$ cat config.mk
export PLATFORM = sky130hd
export DESIGN_NAME = shell_command_syntax_checker_core_flat
export DESIGN_NICKNAME = d
export VERILOG_FILES = /design/src/shcs_pkg.sv /design/src/shcs_if.sv /design/src/shell_command_syntax_checker_core.sv /design/src/shcs_phase_logic.sv /design/src/flat_wrapper.sv
export SDC_FILE = /design/constraint.sdc
export NUM_CORES = 1
export LEC_CHECK = 0
export BUFFER_PORTS_ARGS = -buffer_cell sky130_fd_sc_hd__buf_4
export CORE_MARGIN = 8
export CORE_UTILIZATION = 51
export DETAILED_ROUTE_END_ITERATION = 8
export PLACE_DENSITY = 0.72
export SYNTH_ARGS = -nofsm -noshare
export SYNTH_HDL_FRONTEND = slang
export SYNTH_SLANG_ARGS = --single-unit
$ cat constraint.sdc
create_clock -name clk -period 2.2 [get_ports clk]
set_input_delay 0.44 -clock clk [delete_from_list [all_inputs] [get_ports clk]]
set_output_delay 0.44 -clock clk [all_outputs]
set_load 0.01 [all_outputs]
$ cat src/shcs_pkg.sv
`timescale 1ns / 1ps
`default_nettype none
// ----------------------------------------------------------------------------
// shcs_pkg
// Types and constants shared by the command line syntax checker.
// ----------------------------------------------------------------------------
package shcs_pkg;

    localparam int unsigned CH_W    = 8;
    localparam int unsigned PHASE_W = 4;

    // Parse phase codes
    localparam logic [PHASE_W-1:0] PH_EXPECT_CMD = 4'd0;  // start or after '|'
    localparam logic [PHASE_W-1:0] PH_IN_CMD     = 4'd1;  // inside or after a word
    localparam logic [PHASE_W-1:0] PH_AFTER_SEP  = 4'd2;  // after '&' or ';'
    localparam logic [PHASE_W-1:0] PH_AFTER_GT   = 4'd3;  // just after '>'
    localparam logic [PHASE_W-1:0] PH_EXPECT_TGT = 4'd4;  // redirect target due
    localparam logic [PHASE_W-1:0] PH_REJECTED   = 4'd5;  // sticky reject

    // Character codes
    localparam logic [CH_W-1:0] CH_NUL   = 8'h00;
    localparam logic [CH_W-1:0] CH_TAB   = 8'h09;
    localparam logic [CH_W-1:0] CH_LF    = 8'h0A;
    localparam logic [CH_W-1:0] CH_VT    = 8'h0B;
    localparam logic [CH_W-1:0] CH_FF    = 8'h0C;
    localparam logic [CH_W-1:0] CH_CR    = 8'h0D;
    localparam logic [CH_W-1:0] CH_SPACE = 8'h20;
    localparam logic [CH_W-1:0] CH_AMP   = 8'h26;
    localparam logic [CH_W-1:0] CH_SEMI  = 8'h3B;
    localparam logic [CH_W-1:0] CH_LT    = 8'h3C;
    localparam logic [CH_W-1:0] CH_GT    = 8'h3E;
    localparam logic [CH_W-1:0] CH_PIPE  = 8'h7C;

    // Outcome of one item applied to the current phase
    typedef struct packed {
        logic               is_end;      // item terminates the line
        logic               ok;          // verdict, meaningful on is_end
        logic [PHASE_W-1:0] next_phase;
    } step_t;

endpackage
`default_nettype wire

$ cat src/shcs_if.sv
`timescale 1ns / 1ps
`default_nettype none
// ----------------------------------------------------------------------------
// shcs_if
// Valid/ready channels for character items in and verdict items out.
// ----------------------------------------------------------------------------
interface shcs_char_if;
    logic                       valid;
    logic                       ready;
    logic [shcs_pkg::CH_W-1:0]  ch;
    logic                       line_end;

    modport source (output valid, output ch, output line_end, input ready);
    modport sink   (input valid, input ch, input line_end, output ready);
endinterface

interface shcs_verdict_if;
    logic valid;
    logic ready;
    logic accepted;

    modport source (output valid, output accepted, input ready);
    modport sink   (input valid, input accepted, output ready);
endinterface
`default_nettype wire

$ cat src/shell_command_syntax_checker_core.sv
`timescale 1ns / 1ps
`default_nettype none
// ----------------------------------------------------------------------------
// shell_command_syntax_checker_core
// Byte-serial command line syntax checker with registered in and out stages.
// ----------------------------------------------------------------------------
// One character item is taken every clock while input is not held off. Each
// item is captured in an input register, the parse phase is then advanced by a
// small state machine, and a terminator item (line_end set or byte 0) leaves
// its verdict in the result register, where it waits to be taken. Ordinary
// bytes give no result. Input is held off only when a terminator reaches the
// phase logic while the previous verdict is still waiting to be taken;
// otherwise the rate is one item per cycle.
module shell_command_syntax_checker_core (
    input  wire logic          clk,
    input  wire logic          rst_n,
    shcs_char_if.sink          cmd_in,
    shcs_verdict_if.source     verdict_out
);
    import shcs_pkg::*;

    // Input register
    logic              in_valid_reg;
    logic [CH_W-1:0]   in_ch_reg;
    logic              in_end_reg;

    // Parse state and result register
    logic [PHASE_W-1:0] phase_reg;
    logic              out_valid_reg;
    logic              out_acc_reg;

    step_t step;
    logic  advance;

    shcs_phase_logic u_phase (
        .phase    (phase_reg),
        .ch       (in_ch_reg),
        .line_end (in_end_reg),
        .step     (step)
    );

    // The held item moves on unless it is a verdict with nowhere to go
    assign advance = in_valid_reg &&
                     (!step.is_end || !out_valid_reg || verdict_out.ready);
    assign cmd_in.ready = !in_valid_reg || advance;

    // Input register
    always_ff @(posedge clk or negedge rst_n)
    begin
        if (!rst_n)
            in_valid_reg <= 1'b0;
        else if (cmd_in.ready)
            in_valid_reg <= cmd_in.valid;
    end

    always_ff @(posedge clk)
    begin
        if (cmd_in.ready && cmd_in.valid)
        begin
            in_ch_reg  <= cmd_in.ch;
            in_end_reg <= cmd_in.line_end;
        end
    end

    // Parse phase
    always_ff @(posedge clk or negedge rst_n)
    begin
        if (!rst_n)
            phase_reg <= PH_EXPECT_CMD;
        else if (advance)
            phase_reg <= step.next_phase;
    end

    // Result register
    always_ff @(posedge clk or negedge rst_n)
    begin
        if (!rst_n)
            out_valid_reg <= 1'b0;
        else if (advance && step.is_end)
            out_valid_reg <= 1'b1;
        else if (verdict_out.ready)
            out_valid_reg <= 1'b0;
    end

    always_ff @(posedge clk)
    begin
        if (advance && step.is_end)
            out_acc_reg <= step.ok;
    end

    assign verdict_out.valid    = out_valid_reg;
    assign verdict_out.accepted = out_acc_reg;

`ifndef SYNTHESIS
    // A verdict only appears after a terminator has left the input register
    a_verdict_from_end: assert property (@(posedge clk) disable iff (!rst_n)
        $rose(out_valid_reg) |-> $past(advance && step.is_end))
        else $error("verdict without terminator");

    // A terminator restarts the parse
    a_restart: assert property (@(posedge clk) disable iff (!rst_n)
        (advance && step.is_end) |=> (phase_reg == PH_EXPECT_CMD))
        else $error("phase not restarted after terminator");

    // The input stage stalls only behind an untaken verdict
    a_stall_cause: assert property (@(posedge clk) disable iff (!rst_n)
        (in_valid_reg && !advance) |-> (out_valid_reg && !verdict_out.ready))
        else $error("input stage stalled without cause");
`endif

endmodule
`default_nettype wire

$ cat src/shcs_phase_logic.sv
`timescale 1ns / 1ps
`default_nettype none
// ----------------------------------------------------------------------------
// shcs_phase_logic
// Character classification and next-phase / verdict logic for one item.
// ----------------------------------------------------------------------------
module shcs_phase_logic (
    input  wire logic [shcs_pkg::PHASE_W-1:0] phase,
    input  wire logic [shcs_pkg::CH_W-1:0]    ch,
    input  wire logic                         line_end,
    output shcs_pkg::step_t                   step
);
    import shcs_pkg::*;

    logic is_blank;
    logic is_word;
    logic [PHASE_W-1:0] nxt;

    // Classify the byte: blanks, word bytes, everything else is an operator
    // or a reject character
    always_comb
    begin
        is_blank = 1'b0;
        is_word  = 1'b0;
        case (ch)
            CH_SPACE, CH_TAB, CH_LF: is_blank = 1'b1;
            CH_NUL, CH_CR, CH_VT, CH_FF,
            CH_PIPE, CH_AMP, CH_GT, CH_LT, CH_SEMI: is_word = 1'b0;
            default: is_word = 1'b1;
        endcase
    end

    // Phase transition
    always_comb
    begin
        unique case (phase)
            PH_EXPECT_CMD, PH_AFTER_SEP, PH_EXPECT_TGT:
            begin
                if (is_blank)
                    nxt = phase;
                else if (is_word)
                    nxt = PH_IN_CMD;
                else
                    nxt = PH_REJECTED;
            end
            PH_IN_CMD:
            begin
                if (is_blank || is_word)
                    nxt = PH_IN_CMD;
                else if (ch == CH_PIPE)
                    nxt = PH_EXPECT_CMD;
                else if (ch == CH_AMP || ch == CH_SEMI)
                    nxt = PH_AFTER_SEP;
                else if (ch == CH_LT)
                    nxt = PH_EXPECT_TGT;
                else if (ch == CH_GT)
                    nxt = PH_AFTER_GT;
                else
                    nxt = PH_REJECTED;
            end
            PH_AFTER_GT:
            begin
                // only an adjacent second '>' appends
                if (ch == CH_GT || is_blank)
                    nxt = PH_EXPECT_TGT;
                else if (is_word)
                    nxt = PH_IN_CMD;
                else
                    nxt = PH_REJECTED;
            end
            default: nxt = PH_REJECTED;
        endcase
    end

    // A terminator gives the verdict and restarts the line
    always_comb
    begin
        step.is_end     = line_end || (ch == CH_NUL);
        step.ok         = (phase == PH_IN_CMD) || (phase == PH_AFTER_SEP);
        step.next_phase = step.is_end ? PH_EXPECT_CMD : nxt;
    end

endmodule
`default_nettype wire
$ cat src/flat_wrapper.sv
// flat-port wrapper written by rule: the top's interface ports become plain ports
module shell_command_syntax_checker_core_flat import shcs_pkg::*;
  (clk, rst_n, cmd_in_valid, cmd_in_ch, cmd_in_line_end, cmd_in_ready, verdict_out_valid, verdict_out_accepted, verdict_out_ready);
  shcs_char_if cmd_in_i ();
  shcs_verdict_if verdict_out_i ();
  input  wire logic clk;
  input  wire logic rst_n;
  input wire logic [$bits(cmd_in_i.valid)-1:0] cmd_in_valid;
  input wire logic [$bits(cmd_in_i.ch)-1:0] cmd_in_ch;
  input wire logic [$bits(cmd_in_i.line_end)-1:0] cmd_in_line_end;
  output wire logic [$bits(cmd_in_i.ready)-1:0] cmd_in_ready;
  output wire logic [$bits(verdict_out_i.valid)-1:0] verdict_out_valid;
  output wire logic [$bits(verdict_out_i.accepted)-1:0] verdict_out_accepted;
  input wire logic [$bits(verdict_out_i.ready)-1:0] verdict_out_ready;
  assign cmd_in_i.valid = cmd_in_valid;
  assign cmd_in_i.ch = cmd_in_ch;
  assign cmd_in_i.line_end = cmd_in_line_end;
  assign cmd_in_ready = cmd_in_i.ready;
  assign verdict_out_valid = verdict_out_i.valid;
  assign verdict_out_accepted = verdict_out_i.accepted;
  assign verdict_out_i.ready = verdict_out_ready;
  shell_command_syntax_checker_core u_core (.clk(clk), .rst_n(rst_n), .cmd_in(cmd_in_i), .verdict_out(verdict_out_i));
endmodule
Word level (Yosys, flattened, before mapping)
Cells that the tools add are included.
Storage, ports and cells
  flip-flop bits (word level): 16
  output and inout port bits: 3
  word-level logic and storage cells: 57
Operators by class
  eq/ne operators: 16
  multiplexer cells: 14
  reductions and logical operators: 21
Operator list (number)
  $eq 8x4->1 const B: 5
  $eq 8x6->1 const B: 5
  $mux 3: 6
  $mux 4: 3
  $pmux 4 s3: 1
  $reduce_or 12->1: 1
  $eq 4x2->1 const B: 2
  $eq 8x7->1 const B: 1
  $logic_not 8->1: 1
  $logic_or 1x1->1: 8
  $reduce_or 3->1: 2
  $eq 4x1->1 const B: 1
  $eq 4x3->1 const B: 1
  $logic_not 4->1: 1
  $mux 1: 4
  $logic_and 1x1->1: 3
  $logic_not 1->1: 3
  $ne 3x2->1 const B: 1
  $reduce_and 2->1: 1
  $reduce_bool 2->1: 1

Logic depth before layout (Yosys ltp)
Gate-level depths: netlist of run 1.
  word-level depth: 8
  depth in mapped cells: 6

Modules after synthesis
From an unflattened synthesis of run 1, not the netlist that was laid out.
Second synthesis, totals
  cell total of the unflattened synthesis: 98
  area total of the unflattened synthesis: 1013.5 um2
By module, submodules not included
  shell_command_syntax_checker_core: instances 1, cells an instance 42, area each 613.1 um2
  shcs_phase_logic: instances 1, cells an instance 56, area each 400.4 um2

Worst setup path before layout of run 1
No wires, ideal clock.
  path type: register to register
  start point: reg u_core.in_ch_reg[0]
  end point: reg u_core.in_ch_reg[0] (enable)
  setup time: 0.282 ns
  arrival time: 1.675 ns
  path slack: 0.243 ns
  stages on the path, launching flop included: 7
  buffers on the path: 1
  period minus slack after synthesis: 1.957 ns
  path through: edfxtp_1 -> buf_6 -> nor4_1 -> a21oi_1 -> nand2b_1 -> or2_1 -> and2_1
On the way
  cells in the longest elaborated chain, start to end: 8
RTL lines
  start: declaration: RTL line shell_command_syntax_checker_core.sv:24  | logic [CH_W-1:0] in_ch_reg;
  start signal: assignment: RTL line shell_command_syntax_checker_core.sv:60  | in_ch_reg <= cmd_in.ch;
  $logic_not 8->1: RTL line shcs_phase_logic.sv:78  | step.is_end = line_end || (ch == CH_NUL);
  $logic_or 1x1->1: RTL line shcs_phase_logic.sv:78
  $logic_not 1->1: RTL line shell_command_syntax_checker_core.sv:44  | (!step.is_end || !out_valid_reg || verdict_out.ready);
  $logic_or 1x1->1 (2 in series): RTL line shell_command_syntax_checker_core.sv:44
  $logic_and 1x1->1: RTL line shell_command_syntax_checker_core.sv:43  | assign advance = in_valid_reg &&
  $logic_or 1x1->1: RTL line shell_command_syntax_checker_core.sv:45  | assign cmd_in.ready = !in_valid_reg || advance;
  named net cmd_in_ready: RTL line flat_wrapper.sv:11  | output wire logic [$bits(cmd_in_i.ready)-1:0] cmd_in_ready;
  $logic_and 1x1->1: RTL line shell_command_syntax_checker_core.sv:58  | if (cmd_in.ready && cmd_in.valid)
The timed path passes the listed nets, and every way through them passes these cells.
A chain may end at the register's enable or synchronous reset.

Worst setup path after layout of run 1
  start point: reg u_core.in_ch_reg[3]
  end point: out cmd_in_ready
On the way
  cells in the longest elaborated chain, start to end: 7
RTL lines (RTL line)
  $logic_not 8->1: shcs_phase_logic.sv:78
  $logic_or 1x1->1: shcs_phase_logic.sv:78
  $logic_not 1->1: shell_command_syntax_checker_core.sv:44
  $logic_or 1x1->1 (2 in series): shell_command_syntax_checker_core.sv:44
  $logic_and 1x1->1: shell_command_syntax_checker_core.sv:43
  $logic_or 1x1->1: shell_command_syntax_checker_core.sv:45
  end: declaration: flat_wrapper.sv:11
No other way between the ends.

==> metrics.md, run 1 <==
| Metric | Value |
|---|---|
| Die footprint | 3050 um2 |
| Clock sink count | 15 |
| Synthesis-stage register bit count | 15 |
| Layout Utilization | 0.713 |
| Io pins | 16 |
| Drt first-iter violations | 23 |
| Area Growth Syn to Fin | 33.8% |
| Clock tree buffer depth | 2 |
| Post-route ant nets | 0 |
| Worst vdd ir | between 0.4 and 0.5 mV |
| Residual DRC count | 0 |
| Top sig layer | met4 |
| Register area | around 430 um2 |
| Outcome | completed |
| CP Launch Type | register |
| CORE AREA | 1470 um2 |
| Input/output buffers | 15 |
| Post-synthesis async set-or-reset flop share | 0.333 |
| Final RePlAce weighted congestion | 0.784 |
| Worst-skew pair later-pin latency | ~0.28 ns |
| Chip Height | 55.2 um |
| Max Slew Vio Count | 0 |
| Setup WS post-layout | between 0.08 and 0.09 ns |
| Worst Path Arrival | 1.67 ns |
| Netlist cell types | 32 |
| Finished Cell Area | 1050 um2 |
| Hold Vio Cnt, Final | 0 |
| Setup slack at placement | 0.143 ns |
| Tmin final | 2.11 ns |
| Post-synth EDFFs | 10 |
| Placed Cells | 102 |
| Synth Warn # | 0 |
| Register area share after synthesis | 0.542 |
| Cell count after synthesis | 70 |
| Multi-input logic area | 380 um2 |
| Max reg flops | 8 |
| Final setup viols | 0 |
| Total negative slack | 0 ns |
| Worst min path class | in -> reg |
| Worst-path clk slew | 0.09 ns |
| Cell Rows | 14 |
| Initial core utilization | 0.533 |
| Max FO, Critical Path | 3 |
| Crit path kind | reg -> out |
| CTS tree | done |
| CTS H-Tree Depth | 1 |
| First-pass GRT wire length | 2.92 mm |
| Largest net degree at the start of global routing | 10 |
| Post-layout nets | approximately 110 |
| Critical Path End Type | primary output |
| Synth cell count leaders | edfxtp_1 (10), nand2b_1 (7), nand2_1 (6) |
| Relative slew margins | 0.611 |
| Cell area power density | ~570 nW/um2 |
| Non-Filler Instances | 113 |
| DRT Pass-1 Iters | 4 |
| Worst-margin pin slew | 0.578 ns |
| Post-DP HPWL | 1.22 mm |
| Vias in the first global route | approximately 640 |
| Area after DPL | 925 um2 |
| Synth top area share | 0.383 |
| Unrepaired setup endpoints after global routing | no |
| Syn nets | 83 |
| Met2 wire len | 879 um |
| Wire length on met3 | 64 um |
| CTS Buf Count | 3 |
| Clk root buf | clkbuf_4 |
| Total track usage | 0.113 |
| Post-Syn Area | 785 um2 |
| Top cells by area, synth | edfxtp_1 (38%), dfrtp_1 (16%), nand2b_1 (5.6%) |
| Chip width | roughly 55 um |
| Initial antenna violation count | 0 |
| Most numerous cell in the Yosys netlist | edfxtp_1 |
| Syn Area/Cell | 11.2 um2 |
| Cell taking the most area after synthesis | edfxtp_1 |
| Period utilization | 0.961 |
| Leak | between 0.4 and 0.5 nW |
| DR vias/cell | 5.76 |
| Top FF cell, synth | edfxtp_1 |
| Filler cells | 112 |
| Ratio of cells with drive above 1 in the final layout | 0.361 |
| ANT cells | 0 |
| GRT Residual Overflow | 0 |
| Peak Freq | 473 MHz |
| Max cap viols | 0 |
| Routed wire length | 1.70 mm |
| Routed len/inst | around 15 um |
| Via Count | 651 |
| DRT met1 WL | 744 um |
| Critical Path RT | 1.76 ns |
| Layout Skew | 0.0111 ns |
## path summary, 6_finish.rpt
path,to,slack [ns],depth (start not counted),from
max in group asynchronous,u_core.phase_reg[2],1.61,2,rst_n
setup / recovery,cmd_in_ready,0.09,5,u_core.in_ch_reg[3]
hold reg to reg,u_core.verdict_out.valid,0.56,2,u_core.verdict_out.valid
setup reg to reg,u_core.phase_reg[0],0.15,7,u_core.in_ch_reg[3]
min in group asynchronous,u_core.phase_reg[0],0.48,2,rst_n
hold / removal,u_core.in_ch_reg[6],0.33,1,cmd_in_ch[6]
## report_power, final
| part | total [W] | switching, W | internal [W] |
|---|---|---|---|
| Sequential | 0.000341 | 0.0000180 | 0.000323 |
| Combinational | 0.000104 | 0.0000482 | 0.0000560 |
| Clock | 0.000151 | 0.0000804 | 0.0000701 |
| Total | 0.000596 | 0.000147 | 0.000449 |
## critical path, cell delays in order, from the launching register on
cell      delay, ns
edfxtp_1       0.44
nor4_4         0.33
a21oi_2        0.11
nand2b_4       0.16
or2_4          0.24
buf_4          0.14
## layout make-up
type,count,area share
Sequential cell,15,0.405
Multi-Input combinational cell,51,0.362
Timing Repair Buffer,25,0.181
Clock buffer,4,0.0250
Tap cell,16,0.0191
Inverter,2,0.00715
## repair_timing
action | CTS | global route
endpoints found under the setup margin | 1 | 1
resized for setup | 5 | 2
hold buffers | 1 | 0
endpoints found under the hold margin | 5 | 0
buffers inserted | 4 | 2
pin swaps | 2 | 2
## layer usage
layer  track usage  vias to the layer above
met5             0                        -
met4        0.0423                        0
met3        0.0297                        2
met2         0.189                       18
met1         0.134                      307
li1              -                      324
## cell families after synthesis
kind of cell           after synthesis  share of synthesized area
buffers and inverters                4                     0.0287
XOR/XNOR                             3                     0.0335
AND/OR/NAND/NOR                     30                      0.228
flip-flops                          15                      0.542
AO/OA/AOI/OAI                       18                      0.167
## through the flow
stage          power (W)  hold slack (ns)
4_1_cts         0.000592            0.328
6_report        0.000596            0.333
5_1_grt         0.000625            0.317
2_1_floorplan   0.000391            0.144
3_3_place_gp    0.000426            0.241
3_5_place_dp    0.000430            0.243
## cell usage in the layout, fill, tap and decap left out
cell type      instances
dlygate4sd3_1          1
nor2_1                 1
a211o_1                1
or2_4                  1
clkbuf_4               3
nand2b_4               1
edfxtp_1              10
and2_1                 1
o2bb2ai_1              1
a32o_1                 2
or4b_4                 1
o21ai_0                3
o21ai_1                2
and3_1                 1
nor4_4                 2
nand2b_1               6
nand4b_1               2
or3_1                  1
o21ai_2                1
dfrtp_1                5
xnor2_1                3
o32ai_1                1
nor3_1                 3
a22oi_2                1
o41ai_1                1
a21oi_1                2
o21a_1                 1
a21oi_2                1
inv_1                  2
nand3b_1               1
buf_4                 24
clkbuf_1               1
nor2b_1                1
a211oi_1               1
nand2_1                6
nand3_1                1
nor4_1                 1
No activity file was read; power rests on OpenSTA's default activity.
==> run 2, diff against run 1 <==
PLACE_DENSITY = 0.74   (was 0.72)
==> metrics.md, run 2 (synthesis gave the netlist of run 1 again) <==
| Metric | Value |
|---|---|
| Vias in the first global route | 658 (was 643) |
| Initial antenna violation count | 0 (unchanged) |
| Clock sink count | 15 (unchanged) |
| Final setup viols | 1 (was 0) |
| Input/output buffers | 15 (unchanged) |
| DR vias/cell | 5.86 (was 5.76) |
| Area after DPL | 932 um2 (was 925 um2) |
| Sw Share | 0.254 (was 0.246) |
| Worst min path class | in -> reg (unchanged) |
| Period utilization | 1.00 (was 0.961) |
| Hold-critical path depth | 1 (unchanged) |
| Worst-margin pin slew | 0.492 ns (was 0.578 ns) |
| Most frequent cells in the layout | buf_4 (28), edfxtp_1 (10), nand2b_1 (6), nand2_1 (6), dfrtp_1 (5) (was buf_4 (24), edfxtp_1 (10), nand2b_1 (6), nand2_1 (6), dfrtp_1 (5)) |
| Relative slew margins | 0.671 (was 0.611) |
| Via Count | 691 (was 651) |
| Routed wire length | 1.96 mm (was 1.70 mm) |
| Initial core utilization | 0.533 (unchanged) |
| Worst Path Arrival | 1.76 ns (was 1.67 ns) |
| CTS Buf Count | 3 (unchanged) |
| Violated checks | setup timing |
| Comb power frac | 0.187 (was 0.175) |
| Layout Skew | 0.00873 ns (was 0.0111 ns) |
| Fin Hold WS | 0.325 ns (was 0.333 ns) |
| Residual DRC count | 0 (unchanged) |
| Ratio of cells with drive above 1 in the final layout | 0.392 (was 0.361) |
| Post-layout nets | 116 (was 111) |
| Chip Height | 55.2 um (unchanged) |
| CP Launch Type | register (unchanged) |
| Outcome | finished, violations left (was completed) |
| Setup slack at placement | 0.146 ns (was 0.143 ns) |
| Max Slew Vio Count | 0 (unchanged) |
| DRT Pass-1 Iters | 4 (unchanged) |
| Post-route ant nets | 0 (unchanged) |
| Cell Rows | 14 (unchanged) |
| Total track usage | 0.112 (was 0.113) |
| P_int | 0.000455 W (was 0.000449 W) |
| Tmin final | 2.20 ns (was 2.11 ns) |
| Sequential share of power | 0.558 (was 0.572) |
| Clk pwr share | 0.255 (was 0.253) |
| Worst-path clk slew | 0.09 ns (about the same) |
| Clk root buf | clkbuf_4 (unchanged) |
| Post-DP HPWL | 1.19 mm (was 1.22 mm) |
| Worst vdd ir | 0.478 mV (was 0.427 mV) |
| Filler cells | 95 (was 112) |
| Setup WS post-layout | -0.00288 ns (was 0.0854 ns) |
| Multi-input logic area | 380 um2 (unchanged) |
| Hold Vio Cnt, Final | 0 (unchanged) |
| CTS tree | done (unchanged) |
| Peak Freq | 454 MHz (was 473 MHz) |
| Reg2reg setup slack | 0.10 ns (was 0.15 ns) |
| Cell area power density | 560 nW/um2 (was 567 nW/um2) |
| Max reg flops | 8 (unchanged) |
| Largest net degree at the start of global routing | 10 (unchanged) |
| Max cap viols | 0 (unchanged) |
| Register area | 425 um2 (unchanged) |
| CTS H-Tree Depth | 1 (unchanged) |
| Finished Cell Area | 1090 um2 (was 1050 um2) |
| Critical Path End Type | primary output (unchanged) |
| Drt first-iter violations | 12 (was 23) |
| Crit path kind | reg -> out (unchanged) |
| Leak | 0.432 nW (was 0.406 nW) |
| Die footprint | 3050 um2 (unchanged) |
| Routed len/inst | 16.6 um (was 15.1 um) |
| Max FO, Critical Path | 3 (unchanged) |
| Worst-skew pair later-pin latency | 0.28 ns (about the same) |
| Commonest non-fill, non-tap cell in the layout | buf_4 (unchanged) |
| Chip width | 55.2 um (unchanged) |
| ANT cells | 0 (unchanged) |
| CORE AREA | 1470 um2 (unchanged) |
| Io pins | 16 (unchanged) |
| Critical Path RT | 1.76 ns (about the same) |
| Clock tree buffer depth | 2 (unchanged) |
| Sw power | 0.000155 W (was 0.000147 W) |
| Area Growth Syn to Fin | 39.1% (was 33.8%) |
| First-pass GRT wire length | 2.88 mm (was 2.92 mm) |
| GRT Residual Overflow | 0 (unchanged) |
| FF-to-FF path depth | 7 (unchanged) |
| Final RePlAce weighted congestion | 0.769 (was 0.784) |
[run 2: final cells by class]
type,instances,area share
multi-input combinational,51,0.349
timing repair buffer,30,0.212
sequential,15,0.390
clock buffer,4,0.0241
inverter,2,0.00688
tap,16,0.0183
[run 2: what timing repair did]
| item | 4_1_cts | 5_1_grt |
|---|---|---|
| pin swaps | 3 | 3 |
| hold buffers | 1 | 0 |
| setup buffers | 6 | 4 |
| endpoints found under the setup margin | 1 | 1 |
| resized for setup | 4 | 4 |
| endpoints found under the hold margin | 5 | 0 |
[run 2: critical path, stage by stage (launching register included)]
cell and delay, ns:
edfxtp_1 0.47, nor4_4 0.36, a21oi_2 0.12, nand2b_4 0.16, or2_4 0.24, buf_6 0.12
[run 2: stage by stage]
stage | power (W) | util | std cells | TNS [ns]
final | 0.000611 | 0.741 | 118 | -0.00288
after CTS | 0.000598 | 0.705 | 114 | 0
after floorplan | 0.000391 | - | 70 | 0
after detailed placement | 0.000430 | 0.634 | 103 | 0
after global routing | 0.000635 | 0.741 | 118 | -0.0348
after global placement | 0.000427 | 0.634 | 103 | 0
[run 2: path summary, 6_finish.rpt]
path                                                from                        to
min in group asynchronous                          rst_n       u_core.phase_reg[2]
worst max-delay path                 u_core.in_ch_reg[1]              cmd_in_ready
worst min register to register  u_core.verdict_out.valid  u_core.verdict_out.valid
max in group asynchronous                          rst_n       u_core.phase_reg[1]
worst min-delay path                        cmd_in_ch[4]       u_core.in_ch_reg[4]
worst max register to register       u_core.in_ch_reg[4]       u_core.phase_reg[2]
[run 2: power groups by stage]
stage | logic [W] | clock network [W] | registers [W]
detailed placement | 0.0000852 | 0 | 0.000345
floorplan | 0.0000465 | 0 | 0.000345
global route | 0.000125 | 0.000167 | 0.000344
finish | 0.000114 | 0.000156 | 0.000341
CTS | 0.000102 | 0.000160 | 0.000336
global placement | 0.0000831 | 0 | 0.000344
[run 2: layer usage]
layer	global-route usage	share of wire	vias up
li1	-	-	331
met1	0.131	0.42	325
met2	0.176	0.51	28
met3	0.0320	0.040	7
met4	0.0669	0.028	0
met5	0	0	-
